File: src/hdl/jsld_pkg.sv
`timescale 1ns / 1ps
`default_nettype none

package jsld_pkg;

   // Scanner phases.
   typedef enum logic [1:0] {
      PH_SEEK,
      PH_BODY,
      PH_ESC,
      PH_HEX
   } phase_type;

   // Result status codes.
   typedef enum logic [2:0] {
      ST_DATA,
      ST_CLOSED,
      ST_NOOPEN,
      ST_UNTERM,
      ST_BADESC,
      ST_BADHEX,
      ST_SHORTU
   } status_type;

   // Character codes the scanner looks for.
   localparam logic [7:0] CH_QUOTE = 8'h22;
   localparam logic [7:0] CH_BSL   = 8'h5C;
   localparam logic [7:0] CH_SLASH = 8'h2F;
   localparam logic [7:0] CH_SPACE = 8'h20;
   localparam logic [7:0] CH_TAB   = 8'h09;
   localparam logic [7:0] CH_CR    = 8'h0D;
   localparam logic [7:0] CH_LF    = 8'h0A;
   localparam logic [7:0] CH_LOW_B = 8'h62;
   localparam logic [7:0] CH_LOW_F = 8'h66;
   localparam logic [7:0] CH_LOW_N = 8'h6E;
   localparam logic [7:0] CH_LOW_R = 8'h72;
   localparam logic [7:0] CH_LOW_T = 8'h74;
   localparam logic [7:0] CH_LOW_U = 8'h75;

   // Control characters produced by the short escapes.
   localparam logic [7:0] CC_BS = 8'h08;
   localparam logic [7:0] CC_FF = 8'h0C;

   // UTF-8 encoding constants.
   localparam logic [7:0]  UTF_LEAD2 = 8'hC0;
   localparam logic [7:0]  UTF_LEAD3 = 8'hE0;
   localparam logic [7:0]  UTF_CONT  = 8'h80;
   localparam logic [15:0] UTF_LIM1  = 16'h0080;
   localparam logic [15:0] UTF_LIM2  = 16'h0800;

   // Most results one input byte can cause.
   localparam int unsigned MAX_RESULTS = 4;

   // Depth of the queue between front and back.
   localparam int unsigned QUEUE_DEPTH = 2;
   localparam int unsigned QPTR_WIDTH  = $clog2(QUEUE_DEPTH);

   typedef struct packed {
      logic [7:0] in_byte;
      logic       end_of_input;
   } req_type;

   typedef struct packed {
      logic [7:0] out_byte;
      status_type status;
      logic       last;
   } rsp_type;

   typedef struct packed {
      logic [7:0] out_byte;
      status_type status;
   } result_type;

   // All results of one input byte, in order, with their count (1 to 4).
   typedef struct packed {
      result_type [MAX_RESULTS-1:0] slot;
      logic [2:0]                   count;
   } cmd_type;

   // Queue status seen by the front and back parts.
   typedef struct packed {
      logic head_valid;
      logic full;
   } qstat_type;

endpackage

`default_nettype wire

File: src/hdl/jsld_front.sv
`timescale 1ns / 1ps
`default_nettype none

module jsld_front (
   input  wire logic              clock,
   input  wire logic              reset,
   input  wire logic              req_valid,
   output logic                   req_ready,
   input  wire jsld_pkg::req_type req_data,
   input  wire jsld_pkg::qstat_type qstat,
   output logic                   push,
   output jsld_pkg::cmd_type      push_cmd
);

   jsld_pkg::phase_type phase_ff, phase_in;
   logic [15:0] code_ff, code_in;
   logic [1:0]  cnt_ff, cnt_in;

   logic [7:0]  c;
   logic        eoi;
   logic        accept;
   logic        hv_ok;
   logic [3:0]  hv;
   logic [15:0] code_shift;
   logic        is_ws;
   logic [1:0]  pn;
   logic        open;

   function automatic jsld_pkg::result_type mk(input logic [7:0] b,
                                               input jsld_pkg::status_type s);
      jsld_pkg::result_type r;
      r.out_byte = b;
      r.status   = s;
      return r;
   endfunction

   assign c   = req_data.in_byte;
   assign eoi = req_data.end_of_input;

   assign req_ready = !qstat.full;
   assign accept    = req_valid && req_ready;
   assign push      = accept && (push_cmd.count != 3'd0);

   always_comb begin
      hv_ok = 1'b1;
      hv    = 4'h0;
      if (c >= 8'h30 && c <= 8'h39) begin
         hv = c[3:0];
      end else if ((c >= 8'h61 && c <= 8'h66) || (c >= 8'h41 && c <= 8'h46)) begin
         hv = c[3:0] + 4'd9;
      end else begin
         hv_ok = 1'b0;
      end
   end

   assign code_shift = {code_ff[11:0], hv};
   assign is_ws = (c == jsld_pkg::CH_SPACE) || (c == jsld_pkg::CH_TAB) ||
                  (c == jsld_pkg::CH_CR) || (c == jsld_pkg::CH_LF);

   // Next state.
   always_comb begin
      phase_in = phase_ff;
      code_in  = code_ff;
      cnt_in   = cnt_ff;
      unique case (phase_ff)
         jsld_pkg::PH_BODY: begin
            if (c == jsld_pkg::CH_QUOTE) begin
               phase_in = jsld_pkg::PH_SEEK;
            end else if (c == jsld_pkg::CH_BSL && !eoi) begin
               phase_in = jsld_pkg::PH_ESC;
            end
         end
         jsld_pkg::PH_ESC: begin
            phase_in = jsld_pkg::PH_BODY;
            unique case (c)
               jsld_pkg::CH_QUOTE, jsld_pkg::CH_BSL, jsld_pkg::CH_SLASH,
               jsld_pkg::CH_LOW_B, jsld_pkg::CH_LOW_F, jsld_pkg::CH_LOW_N,
               jsld_pkg::CH_LOW_R, jsld_pkg::CH_LOW_T: begin
                  phase_in = jsld_pkg::PH_BODY;
               end
               jsld_pkg::CH_LOW_U: begin
                  if (!eoi) begin
                     phase_in = jsld_pkg::PH_HEX;
                     code_in  = 16'h0000;
                     cnt_in   = 2'd0;
                  end
               end
               default: begin
                  phase_in = jsld_pkg::PH_SEEK;
               end
            endcase
         end
         jsld_pkg::PH_HEX: begin
            if (!hv_ok) begin
               phase_in = jsld_pkg::PH_SEEK;
            end else begin
               code_in = code_shift;
               cnt_in  = cnt_ff + 2'd1;
               if (cnt_ff == 2'd3) begin
                  phase_in = jsld_pkg::PH_BODY;
               end
            end
         end
         jsld_pkg::PH_SEEK: begin
            if (c == jsld_pkg::CH_QUOTE) begin
               phase_in = jsld_pkg::PH_BODY;
            end
         end
      endcase
      if (eoi) begin
         phase_in = jsld_pkg::PH_SEEK;
         code_in  = 16'h0000;
         cnt_in   = 2'd0;
      end
   end

   // Results of the current byte.
   always_comb begin
      push_cmd = '0;
      pn       = 2'd0;
      open     = 1'b0;
      unique case (phase_ff)
         jsld_pkg::PH_BODY: begin
            if (c == jsld_pkg::CH_QUOTE) begin
               push_cmd.slot[0] = mk(8'h00, jsld_pkg::ST_CLOSED);
               pn = 2'd1;
            end else if (c == jsld_pkg::CH_BSL && !eoi) begin
               open = 1'b1;
            end else begin
               push_cmd.slot[0] = mk(c, jsld_pkg::ST_DATA);
               pn   = 2'd1;
               open = 1'b1;
            end
         end
         jsld_pkg::PH_ESC: begin
            open = 1'b1;
            pn   = 2'd1;
            unique case (c)
               jsld_pkg::CH_QUOTE, jsld_pkg::CH_BSL, jsld_pkg::CH_SLASH: begin
                  push_cmd.slot[0] = mk(c, jsld_pkg::ST_DATA);
               end
               jsld_pkg::CH_LOW_B: push_cmd.slot[0] = mk(jsld_pkg::CC_BS, jsld_pkg::ST_DATA);
               jsld_pkg::CH_LOW_F: push_cmd.slot[0] = mk(jsld_pkg::CC_FF, jsld_pkg::ST_DATA);
               jsld_pkg::CH_LOW_N: push_cmd.slot[0] = mk(jsld_pkg::CH_LF, jsld_pkg::ST_DATA);
               jsld_pkg::CH_LOW_R: push_cmd.slot[0] = mk(jsld_pkg::CH_CR, jsld_pkg::ST_DATA);
               jsld_pkg::CH_LOW_T: push_cmd.slot[0] = mk(jsld_pkg::CH_TAB, jsld_pkg::ST_DATA);
               jsld_pkg::CH_LOW_U: begin
                  if (eoi) begin
                     push_cmd.slot[0] = mk(8'h00, jsld_pkg::ST_SHORTU);
                     open = 1'b0;
                  end else begin
                     pn = 2'd0;
                  end
               end
               default: begin
                  push_cmd.slot[0] = mk(8'h00, jsld_pkg::ST_BADESC);
                  open = 1'b0;
               end
            endcase
         end
         jsld_pkg::PH_HEX: begin
            if (!hv_ok) begin
               push_cmd.slot[0] = mk(8'h00, jsld_pkg::ST_BADHEX);
               pn = 2'd1;
            end else if (cnt_ff == 2'd3) begin
               open = 1'b1;
               if (code_shift < jsld_pkg::UTF_LIM1) begin
                  push_cmd.slot[0] = mk(code_shift[7:0], jsld_pkg::ST_DATA);
                  pn = 2'd1;
               end else if (code_shift < jsld_pkg::UTF_LIM2) begin
                  push_cmd.slot[0] = mk(jsld_pkg::UTF_LEAD2 | {3'b000, code_shift[10:6]},
                                        jsld_pkg::ST_DATA);
                  push_cmd.slot[1] = mk(jsld_pkg::UTF_CONT | {2'b00, code_shift[5:0]},
                                        jsld_pkg::ST_DATA);
                  pn = 2'd2;
               end else begin
                  push_cmd.slot[0] = mk(jsld_pkg::UTF_LEAD3 | {4'h0, code_shift[15:12]},
                                        jsld_pkg::ST_DATA);
                  push_cmd.slot[1] = mk(jsld_pkg::UTF_CONT | {2'b00, code_shift[11:6]},
                                        jsld_pkg::ST_DATA);
                  push_cmd.slot[2] = mk(jsld_pkg::UTF_CONT | {2'b00, code_shift[5:0]},
                                        jsld_pkg::ST_DATA);
                  pn = 2'd3;
               end
            end else if (eoi) begin
               push_cmd.slot[0] = mk(8'h00, jsld_pkg::ST_SHORTU);
               pn = 2'd1;
            end else begin
               open = 1'b1;
            end
         end
         jsld_pkg::PH_SEEK: begin
            if (c == jsld_pkg::CH_QUOTE) begin
               open = 1'b1;
            end else if (!is_ws || eoi) begin
               push_cmd.slot[0] = mk(8'h00, jsld_pkg::ST_NOOPEN);
               pn = 2'd1;
            end
         end
      endcase
      if (eoi && open) begin
         push_cmd.slot[pn] = mk(8'h00, jsld_pkg::ST_UNTERM);
         push_cmd.count    = {1'b0, pn} + 3'd1;
      end else begin
         push_cmd.count = {1'b0, pn};
      end
   end

   always_ff @(posedge clock) begin
      if (reset) begin
         phase_ff <= jsld_pkg::PH_SEEK;
         code_ff  <= 16'h0000;
         cnt_ff   <= 2'd0;
      end else if (accept) begin
         phase_ff <= phase_in;
         code_ff  <= code_in;
         cnt_ff   <= cnt_in;
      end
   end

endmodule

`default_nettype wire

File: src/hdl/jsld_queue.sv
`timescale 1ns / 1ps
`default_nettype none

module jsld_queue (
   input  wire logic              clock,
   input  wire logic              reset,
   input  wire logic              push,
   input  wire jsld_pkg::cmd_type push_cmd,
   input  wire logic              pop,
   output jsld_pkg::cmd_type      head_cmd,
   output jsld_pkg::qstat_type    qstat
);

   localparam int unsigned DEPTH = jsld_pkg::QUEUE_DEPTH;
   localparam int unsigned PW    = jsld_pkg::QPTR_WIDTH;

   jsld_pkg::cmd_type mem_ff [DEPTH];
   logic [PW-1:0] wr_ptr_ff, wr_ptr_in;
   logic [PW-1:0] rd_ptr_ff, rd_ptr_in;
   logic [PW:0]   count_ff, count_in;

   assign wr_ptr_in = (wr_ptr_ff == PW'(DEPTH - 1)) ? '0 : wr_ptr_ff + 1'b1;
   assign rd_ptr_in = (rd_ptr_ff == PW'(DEPTH - 1)) ? '0 : rd_ptr_ff + 1'b1;

   always_comb begin
      count_in = count_ff;
      if (push && !pop) begin
         count_in = count_ff + 1'b1;
      end else if (pop && !push) begin
         count_in = count_ff - 1'b1;
      end
   end

   assign head_cmd         = mem_ff[rd_ptr_ff];
   assign qstat.head_valid = (count_ff != '0);
   assign qstat.full       = (count_ff == (PW+1)'(DEPTH));

   always_ff @(posedge clock) begin
      if (push) begin
         mem_ff[wr_ptr_ff] <= push_cmd;
      end
   end

   always_ff @(posedge clock) begin
      if (reset) begin
         wr_ptr_ff <= '0;
         rd_ptr_ff <= '0;
         count_ff  <= '0;
      end else begin
         count_ff <= count_in;
         if (push) begin
            wr_ptr_ff <= wr_ptr_in;
         end
         if (pop) begin
            rd_ptr_ff <= rd_ptr_in;
         end
      end
   end

endmodule

`default_nettype wire

File: src/hdl/jsld_back.sv
`timescale 1ns / 1ps
`default_nettype none

module jsld_back (
   input  wire logic                clock,
   input  wire logic                reset,
   input  wire jsld_pkg::cmd_type   head_cmd,
   input  wire jsld_pkg::qstat_type qstat,
   output logic                     pop,
   output logic                     rsp_valid,
   input  wire logic                rsp_ready,
   output jsld_pkg::rsp_type        rsp_data
);

   logic [1:0] idx_ff, idx_in;
   logic       is_last;

   assign is_last   = ({1'b0, idx_ff} + 3'd1) == head_cmd.count;
   assign rsp_valid = qstat.head_valid;
   assign pop       = rsp_valid && rsp_ready && is_last;

   assign rsp_data.out_byte = head_cmd.slot[idx_ff].out_byte;
   assign rsp_data.status   = head_cmd.slot[idx_ff].status;
   assign rsp_data.last     = is_last;

   always_comb begin
      idx_in = idx_ff;
      if (rsp_valid && rsp_ready) begin
         idx_in = is_last ? 2'd0 : idx_ff + 2'd1;
      end
   end

   always_ff @(posedge clock) begin
      if (reset) begin
         idx_ff <= 2'd0;
      end else begin
         idx_ff <= idx_in;
      end
   end

endmodule

`default_nettype wire

File: src/hdl/json_string_literal_decoder_unit.sv
// An accepted byte's results are registered in the queue and reach rsp_ from its head.
// Throughput: one byte per cycle while each byte causes at most one result and rsp_ready
// stays high; a byte with several results needs one result transfer for each, and the
// two-entry queue between the scanner and the result sequencer absorbs the difference.
// Reset (synchronous, active high) returns the scanner to seeking an opening quote,
// clears the collected code point and digit count, and empties the queue.
`timescale 1ns / 1ps
`default_nettype none

module json_string_literal_decoder_unit (
   input  wire logic              clock,
   input  wire logic              reset,
   input  wire logic              req_valid,
   output logic                   req_ready,
   input  wire jsld_pkg::req_type req_data,
   output logic                   rsp_valid,
   input  wire logic              rsp_ready,
   output jsld_pkg::rsp_type      rsp_data
);

   // The front part scans one byte per transfer and turns it into a command
   // that lists every result the byte causes, in order. Bytes that cause no
   // result (whitespace before the quote, a backslash, any but the last of the four
   // hex digits of a code point) leave no command behind.
   jsld_pkg::cmd_type   push_cmd;
   jsld_pkg::cmd_type   head_cmd;
   jsld_pkg::qstat_type qstat;
   logic                push;
   logic                pop;

   jsld_front u_front (
      .clock     (clock),
      .reset     (reset),
      .req_valid (req_valid),
      .req_ready (req_ready),
      .req_data  (req_data),
      .qstat     (qstat),
      .push      (push),
      .push_cmd  (push_cmd)
   );

   // The queue decouples the two sides so that a stalled result channel
   // does not stop the scanner until both entries are taken.
   jsld_queue u_queue (
      .clock    (clock),
      .reset    (reset),
      .push     (push),
      .push_cmd (push_cmd),
      .pop      (pop),
      .head_cmd (head_cmd),
      .qstat    (qstat)
   );

   // The back part walks the results of the head command one per transfer
   // and marks the final one with last.
   jsld_back u_back (
      .clock     (clock),
      .reset     (reset),
      .head_cmd  (head_cmd),
      .qstat     (qstat),
      .pop       (pop),
      .rsp_valid (rsp_valid),
      .rsp_ready (rsp_ready),
      .rsp_data  (rsp_data)
   );

   // A command in the queue always carries between one and four results.
   a_head_count: assert property (@(posedge clock) disable iff (reset)
      qstat.head_valid |-> (head_cmd.count != 3'd0) && (head_cmd.count <= 3'd4))
      else $error("queue head holds a command with an impossible result count");

   // The scanner never takes a byte while the queue has no room.
   a_full_stall: assert property (@(posedge clock) disable iff (reset)
      qstat.full |-> !req_ready)
      else $error("input accepted while the queue is full");

   // A command leaves the queue only on the transfer of its final result.
   a_pop_last: assert property (@(posedge clock) disable iff (reset)
      pop |-> rsp_valid && rsp_ready && rsp_data.last)
      else $error("command retired before its final result");

   // Only data results carry a byte value.
   a_zero_byte: assert property (@(posedge clock) disable iff (reset)
      rsp_valid && (rsp_data.status != jsld_pkg::ST_DATA) |-> rsp_data.out_byte == 8'h00)
      else $error("status result carries a nonzero byte");

endmodule

`default_nettype wire

File: config.mk
export PLATFORM = sky130hd
export DESIGN_NAME = json_string_literal_decoder_unit
export DESIGN_NICKNAME = d
export VERILOG_FILES = /design/src/hdl/jsld_pkg.sv /design/src/hdl/jsld_front.sv /design/src/hdl/jsld_queue.sv /design/src/hdl/jsld_back.sv /design/src/hdl/json_string_literal_decoder_unit.sv
export SDC_FILE = /design/constraint.sdc
export NUM_CORES = 1
export LEC_CHECK = 0
export ABC_CLOCK_PERIOD_IN_PS = 10960
export BUFFER_PORTS_ARGS = -buffer_cell sky130_fd_sc_hd__buf_2
export CAP_MARGIN = 20
export CORE_ASPECT_RATIO = 1.2
export CORE_MARGIN = 10
export CORE_UTILIZATION = 30
export CTS_CLUSTER_SIZE = 8
export DETAILED_ROUTE_END_ITERATION = 8
export GPL_TIMING_DRIVEN = 0
export PLACE_DENSITY = 0.49
export SLEW_MARGIN = 20
export SYNTH_ARGS = -nofsm -noshare
export SYNTH_HDL_FRONTEND = slang
export SYNTH_HIERARCHICAL = 1
export SYNTH_SLANG_ARGS = --single-unit
File: constraint.sdc
create_clock -name clock -period 10.96 [get_ports clock]
set_input_delay 2.192 -clock clock [delete_from_list [all_inputs] [get_ports clock]]
set_output_delay 2.192 -clock clock [all_outputs]
set_load 0.01 [all_outputs]
==> results of run 1 <==
-- metrics by stage --
stage	utilization (%)	setup slack, ps	std cells	cell area [µm²]	power (mW)
6_report	36.1	5360	837	7310	1.45
3_5_place_dp	33.3	4920	805	6740	0.947
2_1_floorplan	-	3850	514	6230	0.831
4_1_cts	36.1	5320	837	7310	1.47
3_3_place_gp	33.0	2050	803	6690	0.935
5_1_grt	36.1	4950	837	7310	1.52
-- metal layers --
metal,global-route usage [%],vias to the layer above
li1,-,1977
met1,13.8,1964
met2,18.5,100
met3,2.22,6
met4,3.53,0
met5,0,-
-- cell usage after synthesis (all sizes together), types with 2 or more instances --
cell type	number	area [µm²]
a221oi	2	17.5
mux2	47	529
nand2b	3	18.8
clkbuf	6	42.5
and2b	4	33.8
xor2	5	43.8
nor2	28	105
nor4b	2	32.5
a211oi	4	45.1
nand3	20	100
a32oi	2	17.5
or4bb	2	23.8
o21a	2	15.0
nand2	45	169
xnor2	6	52.6
o211ai	5	37.5
buf	36	292
nor2b	5	31.3
nand3b	7	52.6
mux2i	3	30.0
nor4	5	46.3
a21o	4	37.5
ha	11	138
or3	3	20.0
a31o	2	17.5
or3b	2	17.5
or2	3	21.3
o21ai	15	78.8
a21oi	35	175
a31oi	7	56.3
and2	9	61.3
mux4	11	259
dfxtp	23	460
edfxtp	94	2820
a2bb2oi	3	26.3
nor3	10	50.1
inv	12	45.0
-- worst register-to-register path, stage by stage, from the launching register on --
cell and delay, ps:
dfxtp_1 320, clkbuf_1 330, nand2_1 290, nor4b_1 440, or4_1 190, o211ai_1 110, nand2_1 200, inv_1 90
ha_1 300, nor2_1 40, a31o_2 230, a21oi_1 310, and2_4 660
-- sequential cells by signal (all words and copies together) (netlist names), named ones only --
register	cells
u_back/idx_ff	2
u_front/cnt_ff	2
u_front/code_ff	12
u_front/phase_ff	2
u_queue/count_ff	2
u_queue/mem_ff	94
u_queue/rd_ptr_ff	1
u_queue/wr_ptr_ff	1
-- worst min path at each step --
stage	endpoint	slack, ps	cells past startpoint
2_1_floorplan	u_front/cnt_ff[1]$_SDFFE_PP0P_	440	2
3_3_place_gp	u_front/cnt_ff[1]$_SDFFE_PP0P_	440	2
3_5_place_dp	u_front/cnt_ff[1]$_SDFFE_PP0P_	460	2
4_1_cts	u_front/cnt_ff[1]$_SDFFE_PP0P_	470	2
5_1_grt	u_front/cnt_ff[1]$_SDFFE_PP0P_	500	2
6_report	u_front/cnt_ff[0]$_SDFFE_PP0P_	470	2
-- power breakdown --
part	total [mW]	leakage (nW)	switching, mW	internal, mW
combinational	0.348	1.25	0.179	0.169
sequential	0.580	1.07	0.0189	0.561
clock	0.521	0.289	0.182	0.340
-- kinds of logic (layout without fill, tap and decap cells) --
kind of cell | Yosys count | count (layout) | synth area share [%]
adders and majority gates | 11 | 11 | 2.22
xor gates and xnor gates | 11 | 11 | 1.56
DFF | 117 | 117 | 53.1
muxes | 61 | 61 | 13.2
other | 1 | 13 | 0.0606
and+or+nand+nor | 156 | 156 | 13.8
AOI/OAI and AO/OA | 91 | 91 | 9.93
buffers and inverters | 54 | 112 | 6.13
-- layout make-up --
class                      instances  area, µm²
timing repair buffer              26        160
sequential                       117       3280
fill                            2021      12900
multi-input combinational        343       2580
clock inverter                     7       38.8
tap                              265        332
inverter                          12       45.0
buffer                            42        334
clock buffer                      25        539
==> flow_metrics.py, run 1 <==
metrics = {
    "timing": {
        "rsz0062_at_grt": "false",
        "relSlewSlack_pct": 45.4,
        "whs_ps": 469,
        "worst_pin_slew_ps": 811,
        "setup_viol_count_final": 0,
        "hold_violations": 0,
        "layout_min_cycle_time_ps": 5600,
        "slew_violations": 0,
        "max_freq_mhz": 179,
        "setup_tns_ps": 0,
        "finalClockSkew_ps": 10.3,
        "period_share_pct": 51.1,
    },
    "run": {
        "max_cap_viol_count": 0,
    },
    "drt": {
        "ant_nets": 0,
        "first_pass_iters": 5,
        "wl_met2_um": 7230,
        "met1_length_um": 6420,
        "drt_iter0_markers": 348,
        "drc": 0,
        "wl_per_cell_um": 17.0,
        "wl_um": 14300,
        "top_layer": "met4",
        "via_per_inst": 4.84,
        "wl_met3_um": 474,
        "vias": 4047,
    },
    "clocking": {
        "path_clk_slew_ps": 50,
        "clockRootBuffer": "clkbuf_16",
        "cts.htree.levels": 4,
        "clock_latency_ps": 400,
        "cts_buffers": 17,
        "cts_tree": "done",
        "post_cts_buffers": 0,
        "max-clock-path-buffers": 2,
        "cts_sinks": 117,
        "cts_hold_buffers": 0,
        "cts_resized": 0,
    },
    "pwr": {
        "ir_drop_v": 0.000100,
        "p_leak_nw": 2.61,
        "power_density_nw_per_um2": 198,
    },
    "synthesis": {
        "syn_area_um2": 6190,
        "synth_seq_cells": 117,
        "yosysSeqAreaShare_pct": 53.1,
        "synth-main-ff-cell": "edfxtp_1",
        "ys_types": 75,
        "synthCells": 502,
        "synth.avg_cell_area_um2": 12.3,
        "synth-edff-count": 94,
        "ys_warn_count": 6,
        "ys_async_sr_fraction_pct": 0,
    },
    "setup_path": {
        "reg2reg_to": "u_queue/mem_ff[1][24]$_DFFE_PP_",
        "regToRegSetupSlack_ps": 7050,
        "worst-r2r-cell-count": 12,
        "crit_required_ps": 10980,
        "max_stage_delay_ps": 660,
        "end_kind": "flop",
        "reg2reg_from": "u_front/phase_ff[1]$_SDFFE_PP0P_",
        "start_kind": "primary input",
        "crit_buf_inv": 3,
        "criticalPathCategory": "in2reg",
        "path_max_fanout": 47,
        "crit_chain": "buf_2 -> inv_1 -> ha_1 -> or3b_2 -> nand3_1 -> a2bb2oi_1 -> o211ai_1 -> nand2_1 -> inv_1 -> ha_1 -> nor2_1 -> a31o_2 -> a21oi_1 -> and2_4",
        "cp.depth": 14,
        "critPathTopFamily": "simple AND/OR/NAND/NOR gates",
        "cp_slowest_cell": "and2_4",
        "endpoint": "u_queue/mem_ff[1][24]$_DFFE_PP_",
        "cp-startpoint": "req_data[1]",
        "worstPathArrival_ps": 5620,
    },
    "global_routing": {
        "track_usage_pct": 11.0,
        "grt_pass1_vias": 4162,
        "antenna_found_initial": 0,
        "grt_overflow": 0,
        "grt_max_degree": 48,
        "grt_pass1_wl_um": 23000,
    },
    "worst_hold_path": {
        "hold_class": "reg2reg",
        "min-delay-start": "u_front/cnt_ff[0]$_SDFFE_PP0P_",
    },
    "placement": {
        "place.gp.congestion": 0.841,
        "dp_hpwl_um": 10100,
        "numPortBuffers": 24,
    },
    "final_layout": {
        "final_common_cell": "edfxtp_1",
        "final_cell_mix": "edfxtp_1, mux2_2, nand2_1, a21oi_1",
        "area_growth_pct": 18.2,
        "diodes": 0,
        "layout-drive-gt1-share_pct": 31.5,
        "fin_nets": 583,
    },
    "floorplanning": {
        "die_height_um": 177,
        "num_rows": 57,
        "initial_utilization_pct": 30.6,
        "die_w_um": 151,
        "dieArea_um2": 26800,
        "fp.coreArea_um2": 20300,
        "ios": 27,
    },
    "run_status": {
        "status": "finished clean",
    },
}
Note: power is estimated with default switching activity, not from simulation.
==> run 2: changes to the inputs <==
--- a/config.mk
+++ b/config.mk
@@ -5,7 +5,7 @@
 export SDC_FILE = /design/constraint.sdc
 export NUM_CORES = 1
 export LEC_CHECK = 0
-export ABC_CLOCK_PERIOD_IN_PS = 10960
+export ABC_CLOCK_PERIOD_IN_PS = 4500
 export BUFFER_PORTS_ARGS = -buffer_cell sky130_fd_sc_hd__buf_2
 export CAP_MARGIN = 20
 export CORE_ASPECT_RATIO = 1.2
@@ -14,7 +14,7 @@
 export CTS_CLUSTER_SIZE = 8
 export DETAILED_ROUTE_END_ITERATION = 8
 export GPL_TIMING_DRIVEN = 0
-export PLACE_DENSITY = 0.49
+export PLACE_DENSITY = 0.5
 export SLEW_MARGIN = 20
 export SYNTH_ARGS = -nofsm -noshare
 export SYNTH_HDL_FRONTEND = slang
==> constraint.sdc (replaced) <==
create_clock -name clock -period 4.5 [get_ports clock]
set_input_delay 0.9 -clock clock [delete_from_list [all_inputs] [get_ports clock]]
set_output_delay 0.9 -clock clock [all_outputs]
set_load 0.01 [all_outputs]
==> run 2 against run 1 <==
  * Clock-buffer cell count is 6 lower
  * Sequential power is 140% higher
  * Global-route usage is 0.18 points higher
  * Via count stayed put
  * Clock skew is 1.5 ps lower
  * Hold slack worse by 3.3 ps
  * Combinational power is 150% higher
  * Power is 140% higher
  * Final cell count stayed put
  * Sequential cell count stayed put
  * Register-to-register slack worse by 6400 ps
  * Highest routed layer unchanged
==> flow_metrics.py, run 2 (synthesis gave the netlist of run 1 again) <==
metrics = {
    "setup_path": {
        "end_kind": "flop",
        "max_stage_delay_ps": 570,
        "start_kind": "primary input",
        "crit_required_ps": 4600,
        "path_max_fanout": 24,
        "criticalPathCategory": "in2reg",
        "worstPathArrival_ps": 4320,
        "cp_slowest_cell": "or4b_4",
        "crit_chain": "buf_6 -> or4b_4 -> or3_1 -> o211ai_1 -> o211ai_1 -> nand2_1 -> inv_1 -> ha_1 -> nor2_1 -> a31o_2 -> a21oi_2 -> nor2b_4 -> buf_12 -> buf_12",
        "critPathTopFamily": "simple AND/OR/NAND/NOR gates",
        "crit_buf_inv": 4,
    },
    "run": {
        "max_cap_viol_count": 0,
    },
    "pwr": {
        "ir_drop_v": 0.000224,
        "p_leak_nw": 2.59,
        "power_density_nw_per_um2": 481,
    },
    "timing": {
        "setup_tns_ps": 0,
        "setup_viol_count_final": 0,
        "slew_violations": 0,
        "max_freq_mhz": 237,
        "finalClockSkew_ps": 8.77,
        "whs_ps": 466,
        "relSlewSlack_pct": 47.3,
        "hold_violations": 0,
        "layout_min_cycle_time_ps": 4220,
        "worst_pin_slew_ps": 783,
        "period_share_pct": 93.8,
        "rsz0062_at_grt": "false",
    },
    "clocking": {
        "max-clock-path-buffers": 2,
        "clock_latency_ps": 400,
        "cts_tree": "done",
        "cts_resized": 0,
        "clockRootBuffer": "clkbuf_16",
        "cts.htree.levels": 4,
        "cts_sinks": 117,
        "cts_buffers": 17,
        "cts_hold_buffers": 0,
        "post_cts_buffers": 0,
        "path_clk_slew_ps": 50,
    },
    "placement": {
        "dp_hpwl_um": 10200,
        "dpl-instance-area_um2": 6740,
        "place.gp.congestion": 0.898,
        "numPortBuffers": 24,
        "placed_cells": 805,
    },
    "floorplanning": {
        "num_rows": 57,
        "die_w_um": 151,
        "dieArea_um2": 26800,
        "die_height_um": 177,
        "fp.coreArea_um2": 20300,
        "ios": 27,
        "initial_utilization_pct": 30.6,
    },
    "final_layout": {
        "final_area_um2": 7300,
        "fin_nets": 584,
        "final_cell_mix": "edfxtp_1, mux2_2, nand2_1, a21oi_1",
        "max_flop_register": "u_queue/mem_ff",
        "area_growth_pct": 18.0,
        "final_common_cell": "edfxtp_1",
        "layout-drive-gt1-share_pct": 31.6,
        "multi_input_area_um2": 2600,
        "fill_cells": 2015,
        "reg_top3": "u_queue/mem_ff x94, u_front/code_ff x12",
        "diodes": 0,
        "instances_no_fill": 837,
        "regArea_um2": 3280,
        "largest_reg_flops": 94,
    },
    "drt": {
        "drc": 0,
        "wl_um": 14500,
        "first_pass_iters": 4,
        "vias": 4047,
        "via_per_inst": 4.84,
        "drt_iter0_markers": 226,
        "wl_per_cell_um": 17.4,
        "ant_nets": 0,
    },
    "global_routing": {
        "grt_overflow": 0,
        "grt_max_degree": 48,
        "track_usage_pct": 11.2,
        "grt_pass1_vias": 4261,
        "grt_pass1_wl_um": 23000,
        "antenna_found_initial": 0,
    },
    "run_status": {
        "status": "finished clean",
    },
    "worst_hold_path": {
        "hold_class": "reg2reg",
    },
}
run 2: changes by cell type in the layout (fill, tap and decap cells not counted), sizes merged:
cell | previous run | this run
clkbuf | 31 | 25
bufinv | 0 | 2
clkinv | 5 | 7
clkinvlp | 1 | 3
and2 | 9 | 10
inv | 13 | 12
run 2: final cells by class:
| class | instances | area share [%] |
|---|---|---|
| clock inverter | 12 | 1.56 |
| timing repair buffer | 26 | 2.19 |
| multi-input combinational | 344 | 35.6 |
| inverter | 12 | 0.617 |
| buffer | 42 | 4.58 |
| sequential | 117 | 45.0 |
| tap | 265 | 4.54 |
| clock buffer | 19 | 5.93 |
run 2: power by group:
group          internal [mW]  switching, mW
registers               1.37         0.0494
logic                  0.414          0.440
clock network          0.799          0.442
total                   2.58          0.931
run 2: worst min-delay path: stages (launching register included):
cell and delay (ps):
dfxtp_1 310, nand2_1 50, a21oi_1 50
run 2: path summary, 6_finish.rpt:
path / startpoint / to / slack, ps / cells past startpoint
worst max-delay path: req_data[8] / u_queue/mem_ff[0][7]$_DFFE_PP_ / 280 / 14
worst min-delay path: u_front/cnt_ff[1]$_SDFFE_PP0P_ / u_front/cnt_ff[1]$_SDFFE_PP0P_ / 470 / 2
worst max register to register: u_front/code_ff[3]$_SDFFE_PP0P_ / u_queue/mem_ff[0][7]$_DFFE_PP_ / 700 / 13
worst min register to register: u_front/cnt_ff[1]$_SDFFE_PP0P_ / u_front/cnt_ff[1]$_SDFFE_PP0P_ / 470 / 2
run 2: routing by layer:
| metal | track usage [%] | wire [µm] |
|---|---|---|
| met1 | 13.1 | 6360 |
| met5 | 0 | 0 |
| met4 | 4.94 | 263 |
| met3 | 2.32 | 427 |
| met2 | 19.2 | 7480 |
run 2: metrics by stage:
step,worst slack (ps),power [mW],util [%]
2_1_floorplan,73.5,2.02,-
3_3_place_gp,-847,2.27,33.0
3_5_place_dp,-304,2.31,33.3
4_1_cts,105,3.56,36.0
5_1_grt,114,3.70,36.1
6_report,280,3.51,36.1
==> run 3: changes to the inputs <==
--- a/config.mk
+++ b/config.mk
@@ -14,9 +14,8 @@
 export CTS_CLUSTER_SIZE = 8
 export DETAILED_ROUTE_END_ITERATION = 8
 export GPL_TIMING_DRIVEN = 0
-export PLACE_DENSITY = 0.5
+export PLACE_DENSITY = 0.51
 export SLEW_MARGIN = 20
 export SYNTH_ARGS = -nofsm -noshare
 export SYNTH_HDL_FRONTEND = slang
-export SYNTH_HIERARCHICAL = 1
 export SYNTH_SLANG_ARGS = --single-unit
==> run 3 against run 2 <==
  * Critical path depth is 2 higher
  * Power is 32% lower
  * Final cell count is 18% lower
  * First-iteration DRC count is 8.0% lower
  * Clock power is 42% lower
  * Via count is 16% lower
  * Largest power group unchanged
==> flow_metrics.py, run 3 <==
metrics = {
    "run_status": {
        "status": "finished clean",
    },
    "synthesis": {
        "synth-main-ff-cell": "edfxtp_1",
        "synth.avg_cell_area_um2": 10.6,
        "synth_top_cell_by_area": "edfxtp_1",
        "synthCells": 433,
        "synth-edff-count": 60,
        "synth_common_cells": "edfxtp_1, a21oi_1, nand2_1",
        "ys_warn_count": 0,
        "ys_async_sr_fraction_pct": 0,
        "ys_types": 69,
        "synth_fp_nets": 457,
        "synth_top_area_share_pct": 39.2,
        "yosysSeqAreaShare_pct": 49.2,
        "syn_area_um2": 4600,
        "yosysMostFrequentCell": "edfxtp_1",
        "synth_seq_cells": 83,
        "synthTopCellsByArea": "edfxtp_1, dfxtp_1, a21oi_1",
    },
    "global_routing": {
        "grt_pass1_vias": 3565,
        "grt_max_degree": 31,
        "antenna_found_initial": 0,
        "grt_pass1_wl_um": 19200,
        "track_usage_pct": 11.5,
        "grt_overflow": 0,
    },
    "timing": {
        "worst_pin_slew_ps": 800,
        "slew_violations": 0,
        "relSlewSlack_pct": 46.6,
        "setup_viol_count_final": 0,
        "period_share_pct": 94.2,
        "finalClockSkew_ps": 8.67,
        "layout_min_cycle_time_ps": 4240,
        "max_freq_mhz": 236,
        "setup_tns_ps": 0,
        "hold_violations": 0,
        "rsz0062_at_grt": "false",
    },
    "floorplanning": {
        "fp.coreArea_um2": 15000,
        "die_height_um": 156,
        "die_w_um": 133,
        "dieArea_um2": 20700,
        "num_rows": 49,
        "initial_utilization_pct": 30.6,
        "ios": 27,
    },
    "placement": {
        "placed_cells": 661,
        "numPortBuffers": 24,
        "dpl-instance-area_um2": 4980,
        "place.gp.congestion": 0.900,
        "dp_hpwl_um": 8600,
    },
    "setup_path": {
        "end_kind": "flop",
        "worstPathArrival_ps": 4500,
        "crit_chain": "buf_2 -> clkbuf_1 -> inv_1 -> ha_1 -> o21bai_2 -> a2111oi_4 -> buf_4 -> a21o_1 -> a21oi_1 -> o22a_4 -> ha_1 -> nor2b_1 -> a311oi_4 -> ha_1 -> or3_1 -> a21oi_1",
        "reg2reg_to": "u_queue.count_ff[1]$_SDFFE_PP0P_",
        "start_kind": "primary input",
        "criticalPathCategory": "in2reg",
        "worst-r2r-cell-count": 11,
        "path_max_fanout": 7,
        "crit_required_ps": 4760,
        "max_stage_delay_ps": 370,
        "reg2reg_from": "u_front.code_ff[7]$_SDFFE_PP0P_",
        "crit_buf_inv": 4,
        "critPathTopFamily": "compound AO/OA/AOI/OAI gates",
        "cp_slowest_cell": "a2111oi_4",
        "critPathMostFrequentCell": "ha_1",
        "regToRegSetupSlack_ps": 890,
    },
    "clocking": {
        "clockRootBuffer": "clkbuf_16",
        "cts_tree": "done",
        "max-clock-path-buffers": 2,
        "cts_hold_buffers": 0,
        "cts.htree.levels": 3,
        "clock_latency_ps": 340,
        "cts_sinks": 83,
        "cts_buffers": 9,
        "path_clk_slew_ps": 60,
    },
    "final_layout": {
        "diodes": 0,
        "layout-drive-gt1-share_pct": 18.6,
        "max_flop_register": "u_queue.mem_ff",
        "area_growth_pct": 17.1,
        "fill_cells": 1521,
        "largest_reg_flops": 60,
        "regArea_um2": 2260,
        "final_cell_mix": "edfxtp_1, a21oi_1, nand2_1, nor2_1, buf_2",
        "instances_no_fill": 687,
        "fin_nets": 502,
        "final_util_pct": 35.8,
        "multi_input_area_um2": 2180,
        "final_area_um2": 5380,
        "final_common_cell": "edfxtp_1",
        "reg_top3": "u_queue.mem_ff x60, u_front.code_ff x12",
    },
    "pwr": {
        "p_leak_nw": 1.87,
        "finalPower_mw": 2.38,
        "power_density_nw_per_um2": 442,
        "ir_drop_v": 0.000222,
    },
    "drt": {
        "wl_per_cell_um": 17.0,
        "drt_iter0_markers": 208,
        "wl_um": 11700,
        "via_per_inst": 4.96,
        "first_pass_iters": 4,
        "vias": 3407,
        "ant_nets": 0,
        "drc": 0,
    },
    "worst_hold_path": {
        "hold_class": "reg2reg",
        "min_path_cells": 2,
        "min-delay-start": "u_front.cnt_ff[1]$_SDFFE_PP0P_",
        "hold_path_end": "u_front.cnt_ff[1]$_SDFFE_PP0P_",
    },
    "run": {
        "max_cap_viol_count": 0,
    },
}
==> run 3: worst max path at each step <==
stage | to | start | depth (start not counted)
final | u_queue.count_ff[1]$_SDFFE_PP0P_ | req_data[1] | 16
after global routing | u_queue.count_ff[1]$_SDFFE_PP0P_ | req_data[1] | 16
after CTS | u_queue.count_ff[1]$_SDFFE_PP0P_ | req_data[1] | 16
after detailed placement | u_queue.mem_ff[0][8]$_DFFE_PP_ | req_data[1] | 13
after global placement | u_queue.mem_ff[0][31]$_DFFE_PP_ | req_data[1] | 13
after floorplan | u_queue.mem_ff[0][0]$_DFFE_PP_ | req_data[1] | 12
==> run 3: worst reg2reg max path, stage by stage, from the launching register on <==
cell      delay (ps)
dfxtp_1          350
or4_1            590
o31ai_1          310
nand2_1           90
a211o_1          330
o22a_4           270
ha_1             320
nor2b_1          160
a311oi_4         290
ha_1             320
or3_1            350
a21oi_1          160
==> run 3: layer usage <==
metal | routed length (µm) | GRT usage [%]
met3 | 404 | 1.90
met2 | 5850 | 19.4
met1 | 5070 | 13.7
met5 | 0 | 0
met4 | 332 | 5.98
==> run 3: repair_timing <==
item	CTS	global route
setup endpoints to repair	61	31
gates resized for setup	4	0
buffers inserted	7	2
pin swaps	2	1
cloned	1	0
==> run 3: logic make-up after synthesis <==
group                    synth area share (%)
XOR/XNOR                                 1.71
AO/OA/AOI/OAI                            15.5
adder cells (fa/ha/maj)                  2.99
buffers and inverters                    4.08
multiplexers                             8.41
flip-flops                               49.2
AND/OR/NAND/NOR                          18.1
==> run 3: stage by stage <==
step	setup WS, ps	hold WS [ps]
2_1_floorplan	130	436
6_report	260	460
5_1_grt	4.68	495
4_1_cts	69.5	458
3_3_place_gp	-831	445
3_5_place_dp	-844	449
==> run 3: cell type report <==
cell class / count / share of cell area (%)
Sequential cell: 83 / 42.0
Multi-Input combinational cell: 307 / 40.6
Tap cell: 204 / 4.74
Clock buffer: 10 / 4.25
Timing Repair Buffer: 33 / 3.72
Buffer: 29 / 2.42
Clock inverter: 6 / 1.19
Inverter: 15 / 1.07
==> run 3: report_power, final <==
part | total (mW) | internal, mW | switching, mW
Clock | 0.724 | 0.430 | 0.295
Sequential | 0.996 | 0.957 | 0.0393
Combinational | 0.659 | 0.291 | 0.369
